`src/rtl/core/tti_pkg.sv`:
```
// ----------------------------------------------------------------------------
// tti_pkg
// Shared constants and types for the thermistor table interpolator.
// ----------------------------------------------------------------------------
package tti_pkg;

    // Default sizes
    localparam int DEPTH_DEF       = 256;
    localparam int VALUE_WIDTH_DEF = 20;

    // Fixed field widths
    localparam int INDEX_W  = 8;
    localparam int OFFSET_W = 11;
    localparam int TEMP_W   = 13;
    localparam int STATUS_W = 2;
    localparam int PADDR_W  = 3;
    localparam int PDATA_W  = 32;

    // Arithmetic constants
    localparam int STEP_DEG     = 10;
    localparam int LAST_RESET   = 160;
    localparam int OFFSET_RESET = -400;
    localparam int TEMP_MIN     = -4096;
    localparam int TEMP_MAX     = 4095;

    // Result status codes
    localparam logic [STATUS_W-1:0] ST_OK    = 2'd0;
    localparam logic [STATUS_W-1:0] ST_OPEN  = 2'd1;
    localparam logic [STATUS_W-1:0] ST_SHORT = 2'd2;

    // Item function codes
    localparam logic FUNC_WRITE = 1'b0;
    localparam logic FUNC_QUERY = 1'b1;

    // Register index codes (paddr bit 2)
    localparam logic REG_LAST_INDEX  = 1'b0;
    localparam logic REG_TEMP_OFFSET = 1'b1;

    // Divider status back to the sequencer
    typedef struct packed {
        logic done;
        logic rem_nz;
    } t_div_stat;

endpackage

```
`src/rtl/core/tti_divider.sv`:
```
// ----------------------------------------------------------------------------
// tti_divider
// Restoring unsigned divider, one quotient bit per cycle.
// ----------------------------------------------------------------------------
module tti_divider #(
    parameter int NUM_W = 24,
    parameter int DEN_W = 20
) (
    input  logic                     i_clk,
    input  logic                     i_rst_n,
    input  logic                     i_start,
    input  logic [NUM_W-1:0]         i_num,
    input  logic [DEN_W-1:0]         i_den,
    output logic [NUM_W-1:0]         o_quot,
    output tti_pkg::t_div_stat       o_stat
);
    import tti_pkg::*;

    localparam int CW = $clog2(NUM_W + 1);

    logic [NUM_W-1:0] r_quo;
    logic [DEN_W-1:0] r_rem;
    logic [DEN_W-1:0] r_den;
    logic [CW-1:0]    r_cnt;
    logic             r_done;

    logic [DEN_W:0]   rem_shift;
    logic             fits;
    logic [DEN_W:0]   rem_next;

    always_comb begin
        rem_shift = {r_rem, r_quo[NUM_W-1]};
        fits      = rem_shift >= {1'b0, r_den};
        rem_next  = fits ? (rem_shift - {1'b0, r_den}) : rem_shift;
    end

    // Control
    always_ff @(posedge i_clk) begin
        if (!i_rst_n) begin
            r_cnt  <= '0;
            r_done <= 1'b0;
        end else if (i_start) begin
            r_cnt  <= CW'(NUM_W);
            r_done <= 1'b0;
        end else begin
            r_done <= (r_cnt == CW'(1));
            if (r_cnt != '0) begin
                r_cnt <= r_cnt - CW'(1);
            end
        end
    end

    // Datapath: shift the numerator out, the quotient in
    always_ff @(posedge i_clk) begin
        if (i_start) begin
            r_quo <= i_num;
            r_rem <= '0;
            r_den <= i_den;
        end else if (r_cnt != '0) begin
            r_quo <= {r_quo[NUM_W-2:0], fits};
            r_rem <= rem_next[DEN_W-1:0];
        end
    end

    assign o_quot        = r_quo;
    assign o_stat.done   = r_done;
    assign o_stat.rem_nz = |r_rem;

endmodule
```
`config.mk`:
```
export PLATFORM = sky130hd
export DESIGN_NAME = tti_divider
export DESIGN_NICKNAME = d
export VERILOG_FILES = /design/src/rtl/core/tti_pkg.sv /design/src/rtl/core/tti_divider.sv
export SDC_FILE = /design/constraint.sdc
export NUM_CORES = 1
export LEC_CHECK = 0
export ABC_AREA = 1
export BUFFER_PORTS_ARGS = -buffer_cell sky130_fd_sc_hd__buf_4
export CORE_UTILIZATION = 53
export CTS_BUF_LIST = sky130_fd_sc_hd__clkbuf_4
export DETAILED_ROUTE_END_ITERATION = 8
export HOLD_SLACK_MARGIN = 0.02
export PLACE_DENSITY = 0.79
export SLEW_MARGIN = 20
export SYNTH_ARGS = -nofsm -noshare
export SYNTH_HDL_FRONTEND = slang
export SYNTH_SLANG_ARGS = --single-unit
```
`constraint.sdc`:
```
create_clock -name i_clk -period 2.3 [get_ports i_clk]
set_input_delay 0.46 -clock i_clk [delete_from_list [all_inputs] [get_ports i_clk]]
set_output_delay 0.46 -clock i_clk [all_outputs]
set_load 0.01 [all_outputs]
```
# After elaboration in Yosys (flattened, before gate mapping)
# Index checks and enable logic that the tools add are counted.
# totals
regBits,70
latchBits,0
mem_bits_rw,0
rom_bits,0
in_bits,47
elab_cells,20
n_memories,0
# op_classes
addsub,2
multipliers,0
div_mod_pow,0
magnitude_cmp,1
n_eq_ne,1
shifts,0
mux,5
bitwise,1
n_reduce_logical,4
# ops
op,n
$mux 24,2
$ge 21x20->1,1
$mux 20,1
$reduce_or 20->1,1
$sub 20x20->20,1
$mux 5,2
$eq 5x1->1 const B,1
$reduce_bool 5->1,1
$sub 5x1->5 const B,1
$reduce_bool 2->1,1
$reduce_or 2->1,1
$not 1->1,1

# Depth between registers and ports, before layout
# Gate-level depths: netlist (run 1).
# depth
ltp_word,3
depth_mapped,15

# Worst setup path before layout (run 1)
# No wires, ideal clock.
# synth_timing
path_kind,register to register
startpoint,register r_cnt[0]
endpoint,register r_quo[0] (netlist: o_quot[0]) (enable)
setup_time_ns,0.399
t_arrival_ns,1.822
required_time_ns,1.901
path_slack_ns,0.079
path_stages_with_launch,9
n_path_buf,1
period_less_slack_ns,2.221
path_cell_list,dfxtp_1 inv_1 ha_1 nand2_1 nor2_1 inv_2 nor2_1 inv_1 clkbuf_1
# synth_between
elab_chain_cells,2
# synth_rtl
element,line,rtl
from (decl),tti_divider.sv:24,logic [CW-1:0] r_cnt;
from (signal assigned),tti_divider.sv:43,r_cnt <= CW'(NUM_W);
from (signal assigned),tti_divider.sv:48,r_cnt <= r_cnt - CW'(1);
$reduce_bool 5->1,tti_divider.sv:59,end else if (r_cnt != '0) begin
$reduce_bool 2->1 (no line),-,
to (signal assigned),tti_divider.sv:56,r_quo <= i_num;
to (signal assigned),tti_divider.sv:60,"r_quo <= {r_quo[NUM_W-2:0], fits};"
to (decl),tti_divider.sv:21,logic [NUM_W-1:0] r_quo;
# Every way passes these cells.
# A chain may end at the register's enable or synchronous reset.

# Final worst setup path (run 1)
# layout_timing
startpoint,register r_rem[17]
endpoint,register r_rem[17]
# layout_between
elab_chain_cells,2
# layout_rtl
element,line,rtl
from (decl),tti_divider.sv:22,logic [DEN_W-1:0] r_rem;
from (signal assigned),tti_divider.sv:61,r_rem <= rem_next[DEN_W-1:0];
$ge 21x20->1,tti_divider.sv:33,"fits = rem_shift >= {1'b0, r_den};"
$mux 20,tti_divider.sv:34,"rem_next = fits ? (rem_shift - {1'b0, r_den}) : rem_shift;"
# Every way passes these cells.

==> flow_metrics.py, run 1 <==
metrics = {
    "outcome": {
        "status": "finished clean",
    },
    "global_route": {
        "grt_use_total": 0.259,
        "grt_overflow": 0,
        "antenna_found_initial": 0,
        "grt_pass1_wl_um": 17300,
        "grt_max_degree": 37,
        "grt_pass1_vias": 3797,
    },
    "layout": {
        "fin_util": 0.657,
        "syn2layout_area_growth_pct": 18.5,
        "finalNetCount": 725,
        "drive_gt1_frac": 0.180,
        "fillerInstances": 720,
        "layout_common_cells": "nand2_1 (213), inv_1 (90), buf_4 (79), nand3_1 (54), edfxtp_1 (44)",
        "num_antenna_cells": 0,
        "layout_commonest_cell": "nand2_1",
    },
    "place": {
        "io_buffers": 72,
        "dpl.hpwl_um": 7750,
        "gp_congestion": 0.916,
    },
    "synthesis": {
        "synthTopCellsByArea": "edfxtp_1 (31%), nand2_1 (18%), dfxtp_1 (12%), inv_1 (7.8%), ha_1 (6.4%)",
        "ys.flop_type": "edfxtp_1",
        "synth_largest_area_cell": "edfxtp_1",
        "syn_inst": 580,
        "yosys_warnings": 0,
        "netlist.area_leader.share": 0.305,
        "syn_area_per_cell_um2": 7.46,
        "netlist-cell-type-count": 36,
        "syn_nets": 650,
        "ys_ff_latch": 70,
        "synthArstFlopShare": 0,
        "synth_seq_area_share": 0.425,
        "syn_area_um2": 4330,
        "synth_edf_count": 44,
    },
    "clocking": {
        "cts.sinks": 70,
        "cts_made_buffers": 9,
        "cts_tree": "built",
        "clk_latency_ps": 430,
        "root_buffer": "clkbuf_4",
        "clk_pin_slew_ps": 120,
        "clk_path_buf_depth": 2,
        "cts_hold_buf": 0,
        "htreeDepth": 3,
    },
    "sta": {
        "fin_setup_tns_ps": 0,
        "rsz0062_at_grt": "no",
        "period_share": 0.924,
        "clock.fmax_ghz": 0.471,
        "skew_ps": 9.99,
        "worst_slew_pin_slew_ps": 483,
        "final_max_slew_viol_count": 0,
        "period_minus_slack_ps": 2120,
        "max-slew-margin-rel": 0.675,
        "hold_viol_final": 0,
        "setup_viol": 0,
    },
    "floorplanning": {
        "initial_core_util": 0.554,
        "die-area_um2": 8530,
        "fp.dieH_um": 92.4,
        "core_area_um2": 7810,
        "die_w_um": 92.4,
        "rows": 32,
        "boundaryPins": 73,
    },
    "detailed_routing": {
        "drt-wirelength-per-cell_um": 13.5,
        "via_per_inst": 5.06,
        "postRouteAntennaNets": 0,
        "wl_um": 10300,
        "drc_errors": 0,
        "first_pass_iters": 5,
        "highest_layer": "met4",
        "met3_length_um": 627,
        "wl_met1_um": 4620,
        "num_vias": 3852,
        "wl_met2_um": 4920,
        "drtIter0Drc": 188,
    },
    "hold_path": {
        "min_path_type": "input port to flip-flop",
        "whs_path_depth": 1,
    },
    "pwr": {
        "p_per_area_nw_per_um2": 1050,
        "leakagePower_nw": 2.66,
        "vdd_drop_max_uv": 527,
    },
    "worst_setup_path": {
        "r2r_cells": 11,
        "cp-start-kind": "flip-flop",
        "endpoint_kind": "flip-flop",
        "crit_fanout": 10,
        "critical_path_required_ps": 2640,
        "rrSetupSlack_ps": 180,
        "crit_type": "flip-flop to flip-flop",
        "cp.arrival_ps": 2460,
    },
    "flow_run": {
        "maxCapViolCount": 0,
    },
}
Yosys cell counts (2+ instances only):
| cell type | instances |
|---|---|
| a21oi_1 | 15 |
| nand4_1 | 5 |
| nor2_2 | 2 |
| o21ai_1 | 10 |
| nor3_1 | 5 |
| dfxtp_1 | 26 |
| a21oi_2 | 2 |
| xnor2_1 | 10 |
| nand3b_1 | 4 |
| nand3_2 | 6 |
| ha_1 | 22 |
| nand2_1 | 213 |
| nor4_1 | 3 |
| edfxtp_1 | 44 |
| nor2_1 | 29 |
| inv_2 | 4 |
| nand2_2 | 5 |
| clkinv_1 | 3 |
| nand3_1 | 54 |
| buf_6 | 5 |
| clkbuf_1 | 7 |
| nor2_4 | 2 |
| nand2_4 | 2 |
| inv_1 | 90 |
flip-flops by register name (all words and copies together), names as in the netlist:
name / cells
o_quot: 24
r_den: 20
r_rem: 20
r_cnt: 5
r_done: 1
per-layer routing:
metal	global-route usage	up-vias
met4	0.0703	0
met3	0.0608	12
li1	-	1983
met2	0.434	122
met5	0	-
met1	0.335	1735
per-stage QoR:
step	hold WS (ps)	power, W	worst slack (ps)	instances	area (um2)
6_report	198	0.00538	175	762	5130
5_1_grt	168	0.00582	24.0	762	5130
4_1_cts	181	0.00536	183	762	5120
3_5_place_dp	450	0.00443	205	746	4960
3_3_place_gp	441	0.00438	254	746	4960
2_1_floorplan	420	0.00378	79.1	580	4330
power by group:
group          switching, W  leakage (nW)  internal, W
Clock              0.000476        0.0903     0.000444
Sequential         0.000181         0.665      0.00161
Combinational       0.00163          1.90      0.00104
Total               0.00229          2.66      0.00309
kinds of logic after synthesis:
| kind of cell | share of synthesized area |
|---|---|
| compound gates | 0.0408 |
| fa+ha+maj | 0.0682 |
| simple gates | 0.333 |
| flops | 0.425 |
| xor+xnor | 0.0223 |
| buf+inv | 0.110 |
timing repair:
action                                  in CTS  in global routing
gates resized for setup                      0                  1
buffers inserted                             0                  0
endpoints found under the setup margin       0                 11
final cells by class:
| type | count | area (um2) | share of cell area |
|---|---|---|---|
| multi-input combinational | 397 | 2020 | 0.394 |
| timing repair buffer | 80 | 613 | 0.120 |
| inverter | 97 | 364 | 0.0710 |
| sequential | 70 | 1840 | 0.359 |
| clock buffer | 9 | 67.6 | 0.0132 |
| tap | 102 | 128 | 0.0249 |
| clock inverter | 7 | 96.3 | 0.0188 |
worst max-delay path: stages, from the launching register on:
cell and delay [ps]:
dfxtp_1 370, ha_1 390, a21oi_1 260, o21a_1 150
nand2_2 60, nor2_4 220, buf_4 240, nand3_1 90
nand2_1 80, clkinv_1 50, nand2_1 60, nand2_1 40
path summary, 6_finish.rpt:
check / from / to
hold / removal: i_den[7] / r_den[7]
setup / recovery: r_rem[17] / r_rem[17]
hold reg to reg: r_cnt[4] / r_done
setup reg to reg: r_rem[17] / r_rem[17]
(Power assumes the default switching activity.)
==> inputs of run 2 (changes only) <==
--- a/config.mk
+++ b/config.mk
@@ -7,11 +7,11 @@
 export LEC_CHECK = 0
 export ABC_AREA = 1
 export BUFFER_PORTS_ARGS = -buffer_cell sky130_fd_sc_hd__buf_4
-export CORE_UTILIZATION = 53
+export CORE_UTILIZATION = 45
 export CTS_BUF_LIST = sky130_fd_sc_hd__clkbuf_4
 export DETAILED_ROUTE_END_ITERATION = 8
 export HOLD_SLACK_MARGIN = 0.02
-export PLACE_DENSITY = 0.79
+export PLACE_DENSITY = 0.69
 export SLEW_MARGIN = 20
 export SYNTH_ARGS = -nofsm -noshare
 export SYNTH_HDL_FRONTEND = slang
==> flow_metrics.py, run 2 (synthesized netlist as in run 1, its figures left out) <==
metrics = {
    "worst_setup_path": {
        "crit_chain": "inv_1, ha_1, a21oi_1, inv_1, nand2_1, a21oi_2, nor2_4, buf_4, nand3_1, nand3_1, o21ai_1",
        "cp.arrival_ps": 2440,
        "cp-start-kind": "flip-flop",
        "crit_buf_inv": 3,
        "critical_path.max_stage_delay_ps": 350,
        "critical_path_required_ps": 2640,
        "cp_top_family": "simple AND/OR/NAND/NOR gates",
        "crit_type": "flip-flop to flip-flop",
        "slowest_stage": "edfxtp_1",
        "crit_fanout": 10,
        "endpoint_kind": "flip-flop",
    },
    "clocking": {
        "cts_tree": "built",
        "cts_hold_buf": 0,
        "cts.sinks": 70,
        "clk_latency_ps": 460,
        "cts_made_buffers": 9,
        "root_buffer": "clkbuf_4",
        "htreeDepth": 3,
        "clk_pin_slew_ps": 140,
        "clk_path_buf_depth": 2,
    },
    "flow_run": {
        "maxCapViolCount": 0,
    },
    "layout": {
        "drive_gt1_frac": 0.183,
        "ff_latch_area_um2": 1840,
        "stdcell_area_um2": 5150,
        "largest_reg_flops": 24,
        "multiInputGateArea_um2": 2020,
        "layout_common_cells": "nand2_1 (213), inv_1 (90), buf_4 (80), nand3_1 (54), edfxtp_1 (44)",
        "num_antenna_cells": 0,
        "finalNetCount": 726,
        "syn2layout_area_growth_pct": 19.0,
        "fillerInstances": 934,
        "layout_commonest_cell": "nand2_1",
    },
    "global_route": {
        "grt_use_total": 0.220,
        "grt_pass1_wl_um": 17100,
        "grt_max_degree": 32,
        "grt_overflow": 0,
        "grt_pass1_vias": 3766,
        "antenna_found_initial": 0,
    },
    "pwr": {
        "combPwrFrac": 0.502,
        "seqPwrFrac": 0.338,
        "p_sw_w": 0.00229,
        "vdd_drop_max_uv": 516,
        "swShare": 0.434,
        "leakagePower_nw": 2.65,
        "p_per_area_nw_per_um2": 1030,
        "clkPwrFrac": 0.160,
        "p_int_w": 0.00299,
    },
    "detailed_routing": {
        "via_per_inst": 4.82,
        "first_pass_iters": 4,
        "drt-wirelength-per-cell_um": 12.8,
        "drc_errors": 0,
        "num_vias": 3811,
        "wl_um": 10100,
        "postRouteAntennaNets": 0,
        "drtIter0Drc": 96,
    },
    "sta": {
        "rsz0062_at_grt": "no",
        "setup_viol": 0,
        "clock.fmax_ghz": 0.477,
        "worst_slew_pin_slew_ps": 447,
        "max-slew-margin-rel": 0.700,
        "final_max_slew_viol_count": 0,
        "skew_ps": 24.3,
        "period_share": 0.911,
        "period_minus_slack_ps": 2100,
        "hold_viol_final": 0,
        "fin_setup_tns_ps": 0,
    },
    "place": {
        "gp_congestion": 0.951,
        "io_buffers": 72,
        "dpl.hpwl_um": 7630,
        "placed_cell_area_um2": 5000,
    },
    "outcome": {
        "status": "finished clean",
    },
    "floorplanning": {
        "die_w_um": 100,
        "core_area_um2": 9280,
        "die-area_um2": 10000,
        "boundaryPins": 73,
        "initial_core_util": 0.466,
        "rows": 35,
        "fp.dieH_um": 100,
    },
    "hold_path": {
        "min_path_type": "input port to flip-flop",
    },
}
## run 2: repair_timing
| action | in CTS | in global routing |
|---|---|---|
| setup buffers | 0 | 0 |
| endpoints found under the setup margin | 1 | 1 |
| resized for setup | 1 | 1 |
## run 2: power groups by stage
stage	clock network (W)	registers, W	logic (W)
after floorplan	0	0.00180	0.00198
after global placement	0	0.00180	0.00260
after detailed placement	0	0.00180	0.00263
after CTS	0.000871	0.00178	0.00265
after global routing	0.000918	0.00182	0.00301
final	0.000846	0.00178	0.00265
## run 2: path summary, 6_finish.rpt
kind | depth (start not counted) | slack [ps] | endpoint | from
setup / recovery | 11 | 200 | r_rem[6] | r_den[14]
hold / removal | 1 | 160 | r_den[11] | i_den[11]
setup reg to reg | 11 | 200 | r_rem[6] | r_den[14]
hold reg to reg | 1 | 460 | r_done | r_cnt[4]
## run 2: cell type report
type	count	share of cell area
Multi-Input combinational cell	397	0.393
Sequential cell	70	0.357
Timing Repair Buffer	81	0.120
Inverter	97	0.0707
Tap cell	129	0.0313
Clock inverter	7	0.0141
Clock buffer	9	0.0131
## run 2: worst reg2reg max path: stages, from the launching register on
cell      delay (ps)
edfxtp_1         350
inv_1             40
ha_1             350
a21oi_1          240
inv_1             60
nand2_1          100
a21oi_2           80
nor2_4           280
buf_4            260
nand3_1           90
nand3_1           90
o21ai_1           60
## run 2: per-stage QoR
stage	total power, W	setup WS, ps	util	instances	hold slack [ps]
global placement	0.00439	268	0.538	774	444
CTS	0.00530	185	0.554	790	131
detailed placement	0.00443	224	0.538	774	438
finish	0.00528	204	0.555	790	164
floorplan	0.00378	79.1	-	580	420
global route	0.00574	17.7	0.555	790	121
## run 2: layer usage
metal | global-route usage | vias to the layer above | share of wire
met2 | 0.362 | 90 | 0.47
li1 | - | 1986 | -
met5 | 0 | - | 0
met4 | 0.0881 | 0 | 0.020
met1 | 0.264 | 1721 | 0.45
met3 | 0.0766 | 14 | 0.057
==> inputs of run 3 (changes only) <==
--- a/config.mk
+++ b/config.mk
@@ -5,7 +5,6 @@
 export SDC_FILE = /design/constraint.sdc
 export NUM_CORES = 1
 export LEC_CHECK = 0
-export ABC_AREA = 1
 export BUFFER_PORTS_ARGS = -buffer_cell sky130_fd_sc_hd__buf_4
 export CORE_UTILIZATION = 45
 export CTS_BUF_LIST = sky130_fd_sc_hd__clkbuf_4
==> flow_metrics.py, run 3 <==
metrics = {
    "worst_setup_path": {
        "setup.worst_path.end": "r_rem[1]",
        "r2r_start": "r_den[0]",
        "rrSetupSlack_ps": -110,
        "slowest_stage": "edfxtp_1",
        "critical_path_required_ps": 2700,
        "cp.arrival_ps": 2800,
        "cp-start-kind": "flip-flop",
        "crit_fanout": 8,
        "critical_path.max_stage_delay_ps": 440,
        "cp-startpoint": "r_den[0]",
        "crit_chain": "ha_4, buf_6, nor2b_4, o2111ai_4, a31oi_4, o221a_4, o31ai_4, buf_6, buf_8, or4_1, nand3_2",
        "r2r_cells": 11,
        "path_common_cell": "buf_6",
        "endpoint_kind": "flip-flop",
        "r2r_end": "r_rem[1]",
        "crit_type": "flip-flop to flip-flop",
    },
    "detailed_routing": {
        "drt-wirelength-per-cell_um": 16.7,
        "via_per_inst": 5.50,
        "num_vias": 3592,
        "postRouteAntennaNets": 0,
        "drc_errors": 6,
        "wl_um": 10900,
        "first_pass_iters": 7,
        "drtIter0Drc": 163,
    },
    "global_route": {
        "gr-usage-met2": 0.393,
        "grt_use_met1": 0.295,
        "met3_usage": 0.0532,
        "grt_pass1_vias": 3647,
        "grt_pass1_wl_um": 17600,
        "top_usage_layer": "met2",
        "grt_overflow": 0,
        "antenna_found_initial": 0,
        "grt_use_total": 0.236,
        "grt_max_degree": 26,
    },
    "floorplanning": {
        "die_w_um": 97.7,
        "initial_core_util": 0.468,
        "die-area_um2": 9550,
        "boundaryPins": 73,
        "rows": 34,
        "fp.dieH_um": 97.7,
        "core_area_um2": 8810,
    },
    "sta": {
        "setup_viol": 17,
        "period_minus_slack_ps": 2410,
        "hold_viol_final": 0,
        "rsz0062_at_grt": "yes",
        "fin_setup_tns_ps": -863,
        "clock.fmax_ghz": 0.416,
        "period_share": 1.05,
        "final_max_slew_viol_count": 0,
        "skew_ps": 22.1,
        "max-slew-margin-rel": 0.724,
        "setup_slack_ps": -106,
        "worst_slew_pin_slew_ps": 410,
    },
    "synthesis": {
        "synthTopCellsByArea": "edfxtp_1 (32%), dfxtp_1 (13%), ha_1 (6.7%), mux2_2 (6.6%), nor2_1 (3.3%)",
        "yosys_warnings": 0,
        "syn_inst": 396,
        "synth_compound_gate_area_share": 0.154,
        "synth_largest_area_cell": "edfxtp_1",
        "syn_nets": 466,
        "netlist.area_leader.share": 0.320,
        "synth-simple-area-share": 0.144,
        "synthAdderAreaFrac": 0.0716,
        "synth_xor_area_frac": 0.0297,
        "synth_seq_area_share": 0.447,
        "ys_ff_latch": 70,
        "syn_area_um2": 4120,
        "synthArstFlopShare": 0,
        "synthTopCellsByCount": "edfxtp_1 (44), nor2_1 (36), inv_1 (29)",
        "synth_edf_count": 44,
        "syn_area_per_cell_um2": 10.4,
        "synth.mux.area_fraction": 0.0947,
        "synth_top_family_by_area": "compound AO/OA/AOI/OAI gates",
        "netlist-cell-type-count": 58,
        "yosysMostFrequentCell": "edfxtp_1",
        "ys.flop_type": "edfxtp_1",
    },
    "clocking": {
        "cts_tree": "built",
        "clk_path_buf_depth": 2,
        "root_buffer": "clkbuf_4",
        "clk_pin_slew_ps": 150,
        "htreeDepth": 3,
        "cts.sinks": 70,
        "cts_made_buffers": 9,
        "clk_latency_ps": 460,
    },
    "place": {
        "dpl.hpwl_um": 8010,
        "gp_congestion": 0.879,
        "io_buffers": 72,
    },
    "layout": {
        "largest_reg_flops": 24,
        "layout_common_cells": "buf_4 (150), edfxtp_1 (44), nor2_1 (34), dfxtp_1 (26), mux2_2 (23)",
        "finalNetCount": 610,
        "drive_gt1_frac": 0.475,
        "layout_commonest_cell": "buf_4",
        "num_antenna_cells": 0,
        "syn2layout_area_growth_pct": 40.6,
    },
    "outcome": {
        "status": "finished, violations left",
        "violations": "DRC, setup timing",
    },
    "flow_run": {
        "maxCapViolCount": 0,
    },
    "pwr": {
        "vdd_drop_max_uv": 492,
        "leakagePower_nw": 2.51,
        "total_power_w": 0.00625,
        "p_per_area_nw_per_um2": 1080,
    },
    "hold_path": {
        "min_path_type": "input port to flip-flop",
    },
}
run 3: what timing repair did:
action                                  CTS  global route
pin swaps                                23            15
endpoints found under the setup margin   22            22
gates resized for setup                  35            29
buffers inserted                          6             3
hold buffers                              0             0
run 3: metal layers:
layer / wire length [um] / share of wire
met4: 263 / 0.024
met2: 5410 / 0.50
met1: 4630 / 0.43
met5: 0 / 0
met3: 567 / 0.052
run 3: final cells by class:
| cell class | instances | area, um2 |
|---|---|---|
| Timing Repair Buffer | 155 | 1190 |
| Fill cell | 702 | 3010 |
| Clock inverter | 7 | 61.3 |
| Sequential cell | 70 | 1840 |
| Multi-Input combinational cell | 275 | 2400 |
| Clock buffer | 9 | 67.6 |
| Tap cell | 108 | 135 |
| Inverter | 29 | 109 |
run 3: logic make-up (layout without fill, tap and decap cells):
| kind of cell | after synthesis | count (layout) |
|---|---|---|
| buf+inv | 51 | 200 |
| xor+xnor | 14 | 14 |
| compound gates | 85 | 85 |
| flops | 70 | 70 |
| mux | 36 | 36 |
| simple gates | 117 | 117 |
| fa+ha+maj | 23 | 23 |
run 3: worst min path at each step:
stage	from	endpoint	slack [ps]	cells past startpoint
finish	i_den[9]	r_den[9]	160	1
global placement	r_cnt[1]	r_cnt[1]	490	2
CTS	i_den[9]	r_den[9]	150	1
global route	i_den[9]	r_den[9]	140	1
detailed placement	r_rem[18]	r_rem[18]	510	2
floorplan	r_cnt[1]	r_cnt[1]	480	2
run 3: power by group:
part           internal [W]  switching (W)
Combinational       0.00189        0.00177
Sequential          0.00162       0.000194
Clock              0.000244       0.000545
Total               0.00375        0.00250
run 3: worst max-delay path, delay by kind of cell, from the launching register on:
family                     cells  cell delay, ps
and+or+nand+nor                3             660
adders and majority gates      1             200
AOI/OAI and AO/OA              4             660
buffers and inverters          3             390
DFF                            1             440
run 3: per-stage QoR:
step | hold slack (ps) | worst slack [ps] | util | cells | cell area, um2
floorplan | 479 | -31.2 | - | 396 | 4180
global placement | 490 | -131 | 0.601 | 630 | 5290
detailed placement | 508 | -153 | 0.601 | 630 | 5290
CTS | 146 | -145 | 0.641 | 652 | 5640
global route | 142 | -210 | 0.658 | 653 | 5800
finish | 161 | -106 | 0.658 | 653 | 5800
